**src/rtl/bsrm_pkg.sv**
```systemverilog
// shared types and constants for the backing store range map
// operation codes, request and token structs, parameter defaults
// no dependencies
package bsrm_pkg;

  localparam int NUM_PROCS_DEF  = 32;
  localparam int NUM_STORES_DEF = 8;

  localparam int PAGE_W    = 20;
  localparam int PID_W_IN  = 5;
  localparam int SEL_W     = 3;
  localparam int PID_IDX_W = 8;

  typedef enum logic [1:0] {
    OP_GET_FREE = 2'd0,
    OP_LOOKUP   = 2'd1,
    OP_MAP      = 2'd2,
    OP_UNMAP    = 2'd3
  } op_t;

  // request as seen on the accept edge: read and map write
  typedef struct packed {
    logic                 en;
    op_t                  op;
    logic [PID_IDX_W-1:0] pid;
    logic                 pid_ok;
    logic [SEL_W-1:0]     sel;
    logic [PAGE_W-1:0]    page;
    logic [PAGE_W-1:0]    count;
  } acc_t;

  // request held while the token walks the chain
  typedef struct packed {
    op_t                  op;
    logic [PID_IDX_W-1:0] pid;
    logic                 pid_ok;
    logic [PAGE_W-1:0]    page;
  } run_t;

  // token handed from cell to cell
  typedef struct packed {
    logic              live;
    logic              hit;
    logic [SEL_W-1:0]  idx;
    logic [PAGE_W-1:0] off;
  } tok_t;

  // per-process mapping held in each cell's memory
  typedef struct packed {
    logic [PAGE_W-1:0] base;
    logic [PAGE_W-1:0] count;
  } ent_t;

endpackage

```
**src/rtl/bsrm_cell.sv**
```systemverilog
// one backing store: in-use mark, per-process valid bits and mapping memory
// takes the token from its lower neighbour and hands it on each cycle
// depends on bsrm_pkg
module bsrm_cell #(
  parameter int NUM_PROCS = 32,
  parameter int IDX       = 0
) (
  input  logic          clk,
  input  logic          rst_n,
  input  bsrm_pkg::acc_t acc,
  input  bsrm_pkg::run_t run,
  input  bsrm_pkg::tok_t tok_in,
  output bsrm_pkg::tok_t tok_out
);
  import bsrm_pkg::*;

  localparam int PID_W = (NUM_PROCS > 1) ? $clog2(NUM_PROCS) : 1;

  logic                 in_use_r;
  logic [NUM_PROCS-1:0] valid_r;
  ent_t                 mem [NUM_PROCS];
  ent_t                 rd_r;
  logic                 vld_rd_r;
  tok_t                 tok_r;

  logic [PID_W-1:0]  acc_idx;
  logic [PID_W-1:0]  run_idx;
  logic              map_here;
  logic              in_range;
  logic [PAGE_W:0]   range_end;
  logic              match;
  logic              take;
  tok_t              tok_nxt;

  assign acc_idx  = acc.pid[PID_W-1:0];
  assign run_idx  = run.pid[PID_W-1:0];
  assign map_here = acc.en && (acc.op == OP_MAP) && acc.pid_ok && (32'(acc.sel) == IDX);

  // range end without wrap
  assign range_end = {1'b0, rd_r.base} + {1'b0, rd_r.count};
  assign in_range  = (rd_r.base <= run.page) && ({1'b0, run.page} < range_end);

  always_comb begin
    case (run.op)
      OP_GET_FREE: match = !in_use_r;
      OP_LOOKUP,
      OP_UNMAP:    match = run.pid_ok && in_use_r && vld_rd_r && in_range;
      default:     match = 1'b0;
    endcase
  end

  assign take = !tok_in.hit && match;

  always_comb begin
    tok_nxt = tok_in;
    if (take) begin
      tok_nxt.hit = 1'b1;
      tok_nxt.idx = SEL_W'(IDX);
      tok_nxt.off = (run.op == OP_GET_FREE) ? '0 : run.page - rd_r.base;
    end
  end

  always_ff @(posedge clk) begin
    if (!rst_n) begin
      in_use_r <= 1'b0;
      valid_r  <= '0;
      tok_r    <= '0;
    end else begin
      tok_r <= tok_nxt;
      if (map_here) begin
        in_use_r         <= 1'b1;
        valid_r[acc_idx] <= 1'b1;
      end else if (tok_in.live && take && (run.op == OP_UNMAP)) begin
        valid_r[run_idx] <= 1'b0;
      end
    end
  end

  // mapping memory, registered read on the accept edge
  always_ff @(posedge clk) begin
    if (map_here) begin
      mem[acc_idx] <= '{base: acc.page, count: acc.count};
    end
    if (acc.en && acc.pid_ok) begin
      rd_r     <= mem[acc_idx];
      vld_rd_r <= valid_r[acc_idx];
    end
  end

  assign tok_out = tok_r;

endmodule

```
**config.mk**
```make
export PLATFORM = sky130hd
export DESIGN_NAME = bsrm_cell
export DESIGN_NICKNAME = d
export VERILOG_FILES = /design/src/rtl/bsrm_pkg.sv /design/src/rtl/bsrm_cell.sv
export SDC_FILE = /design/constraint.sdc
export NUM_CORES = 1
export LEC_CHECK = 0
export BUFFER_PORTS_ARGS = -buffer_cell sky130_fd_sc_hd__buf_2
export CORE_ASPECT_RATIO = 1.75
export CORE_UTILIZATION = 40
export DETAILED_ROUTE_END_ITERATION = 10
export GPL_TIMING_DRIVEN = 1
export SYNTH_ARGS = -nofsm -noshare
export SYNTH_HDL_FRONTEND = slang
export SYNTH_SLANG_ARGS = --single-unit
```
**constraint.sdc**
```tcl
create_clock -name clk -period 8.2 [get_ports clk]
set_input_delay 0.82 -clock clk [delete_from_list [all_inputs] [get_ports clk]]
set_output_delay 0.82 -clock clk [all_outputs]
set_load 0.02 [all_outputs]
```
==> impl_results.md <==
* R2R Path Start: rd_r[1]
* FILL cells at 11100
* Later-pin clock latency in the skew report at 0.72 ns
* Port bufs at 131
* Setup violations, final at 0
* Htree depth at 3
* Vias in the first global route at 27500
* Crit. End Element: register
* Clock Skews at 0.0231 ns
* Final hold vios at 0
* Post-Place Worst Slack at 2.95 ns
* Post_cts resized at 0
* Status: finished clean
* Largest net degree at the start of global routing at 102
* Critical path class: reg2reg
* Routability cong. at 0.857
* Synth top area share at 74.1%
* Hold crit path type: in2reg
* Setup bufs post-CTS at 0
* Count of cell types in the netlist at 69
* Antenna violations before repair at 16
* Crit Path Max Fanout at 20
* Core area at 133000 µm²
* Synth Cell Area at 53600 µm²
* First-pass GRT wire length at 197000 µm
* Post-synth top cells: edfxtp_1 (1321), mux4_2 (328), a22oi_1 (164), clkbuf_1 (73), nor2_1 (60)
* Worst path required time at 8.86 ns
* Routed WL at 138000 µm
* CTS Root Cell: clkbuf_16
* Top Layer Used: met5
* Post-synthesis sequential area ratio at 76.2%
* Seq cells post-synth at 1379
* Die Y at 486 µm
* Total GRT Usage at 20.5%
* Max Transition Viols Final at 0
* Synth warn at 0
* Register area at 40800 µm²
* EDFF count, synth at 1321
* Syn Nets at 2687
* DIE WIDTH at 279 µm
* Via density per instance at 5.94
* Pleak at 18.8 nW
* Setup Total Neg Slack at 0 ns
* TritonCTS clock tree: done
* Placed inst area at 56600 µm²
* WL/cell at 30.8 µm
* CP arrival at 5.92 ns
* Routed wl met3 at 9150 µm
* Non-filler instance count after layout at 4476
* IO Pins at 138
* Final critical-path setup slack at 2.94 ns
* Per-instance average area after synthesis at 21.3 µm²
* Clock buffer count from CTS at 112
* FP Rows at 177
* Leading area contributor after synthesis: edfxtp_1
* Gr ovfl total at 0
* Placed Cells at 4275
* Area of all placed cells without fillers at 60000 µm²
* Worst hold endpoint: tok_out[22]
* DR vias at 26600
* IR drop worst, VDD at 0.192 mV
* Layout area overhead at 12.0%
* DR DRC count at 0
* Count leader, synth: edfxtp_1
* Max_cap viols at 0
* Post-Synthesis Cells at 2513
* Fin crit share at 64.2%
* CTS max path bufs at 3
* Utilization after layout at 45.1%
* Final net count at 2863
* M1 WL at 51600 µm
* Leading post-synthesis cells by cell area: edfxtp_1 (74%), mux4_2 (14%), a22oi_1 (2.3%)
* Die ar. at 135000 µm²
* Hold Path Stages at 2
* Slew margin rel. at 18.4%
* Multi-input gate area at 12400 µm²
* Layout cells sized above 1 at 26.3%
* Worst Max-Slew Pin Slew at 1.22 ns
* Critical Path Start Type: register
* Initial DRC Count at 2667
* DR WL met2 at 72700 µm
* DR pass1 iterations at 6
* FFs w/ async S/R, synth at 0%
* Min-delay src: tok_in[22]
* Clock transition at the registers of the reported paths at 0.07 ns
* Clk sink count at 1379
* Initial Util at 40.3%
* Hpwl dp at 74900 µm
* ANT nets after route at 0
* Reg2reg setup slack at 2.94 ns
* Pwr dens at 228 nW/µm²
* Maximum clock frequency at 0.190 GHz
* Fin crit period at 5.26 ns
* Terminus of the critical flop-to-flop path: tok_out[17]
* R2r worst-path depth at 19
* Post-synth top flop: edfxtp_1
* CTS Hold Bufs at 0
* RSZ-0062 raised after global routing: false
-- cell usage in the layout, fill, tap and decap left out, types with 7 or more instances in the layout --
cell	netlist	routed
and2_1	10	7
a31oi_1	20	20
dfxtp_1	58	58
nor2b_1	11	11
a21oi_1	49	49
buf_2	18	129
inv_1	31	31
o21ai_0	44	44
ha_1	59	59
nor2_4	0	35
nand3_1	7	7
clkbuf_16	0	113
o21a_1	7	7
clkinv_2	0	15
nand2_1	21	21
edfxtp_1	1321	1321
nand4_1	47	47
mux4_2	328	328
xnor2_1	13	13
a22oi_1	164	164
clkinv_1	0	25
xor2_1	22	22
buf_4	0	55
clkbuf_1	73	27
a21o_1	18	18
nor2_1	60	25
a22o_1	20	20
-- sequential cells by signal (all words and copies together), names as in the netlist --
signal / cells
in_use_r: 1
mem: 1280
rd_r: 40
tok_out: 25
valid_r: 32
vld_rd_r: 1
-- layout make-up --
cell class | instances | area share (%)
clock buffers | 140 | 4.88
flip-flops and latches | 1379 | 68.1
multi-input cells | 978 | 20.6
well taps | 1700 | 3.55
inverters | 31 | 0.194
repair buffers | 187 | 1.85
diodes | 2 | 0.00834
clock inverters | 59 | 0.809
-- metrics by stage --
stage	power [mW]	hold slack (ns)
2_1_floorplan	8.35	0.456
3_3_place_gp	8.63	0.473
3_5_place_dp	8.65	0.506
4_1_cts	13.8	0.249
5_1_grt	14.0	0.280
6_report	13.7	0.298
-- worst max path at each step --
stage / slack [ns] / end / cells after the start / startpoint
2_1_floorplan: 2.96 / valid_r[0] / 8 / acc[43]
3_3_place_gp: 2.93 / tok_out[9] / 19 / rd_r[1]
3_5_place_dp: 2.95 / tok_out[17] / 19 / rd_r[1]
4_1_cts: 2.93 / tok_out[17] / 19 / rd_r[1]
5_1_grt: 2.64 / tok_out[14] / 19 / rd_r[22]
6_report: 2.94 / tok_out[17] / 19 / rd_r[1]
-- critical path, stage by stage, from the launching register on --
cell,delay [ns]
edfxtp_1,0.39
ha_1,0.34
a211oi_2,0.22
nor2_1,0.09
o41a_1,0.36
o41a_1,0.41
a21o_1,0.21
a21oi_1,0.22
o21bai_1,0.10
a21oi_1,0.18
xor2_1,0.10
ha_1,0.18
a21o_1,0.15
a21o_1,0.17
a21o_1,0.18
a2111oi_2,0.36
o31a_1,0.24
o21ai_4,0.15
nor4_4,0.87
a22o_1,0.25
-- cell families after synthesis --
kind of cell	Yosys count	share of synthesized area, %
compound gates	358	4.74
xor+xnor	35	0.572
fa+ha+maj	61	1.45
buf+inv	156	1.18
flops	1379	76.2
mux	328	13.8
simple gates	196	2.03
-- power breakdown --
group / switching (mW) / total [mW] / internal, mW
sequential: 0.00881 / 7.74 / 7.73
clock: 2.45 / 5.18 / 2.72
combinational: 0.466 / 0.754 / 0.288
total: 2.93 / 13.7 / 10.7
-- routing by layer --
layer | vias to the layer above | track usage, %
met5 | - | 0
met4 | 24 | 6.74
met3 | 225 | 3.13
met2 | 1105 | 36.6
met1 | 14200 | 25.2
li1 | 11000 | -
(Power assumes the default switching activity.)
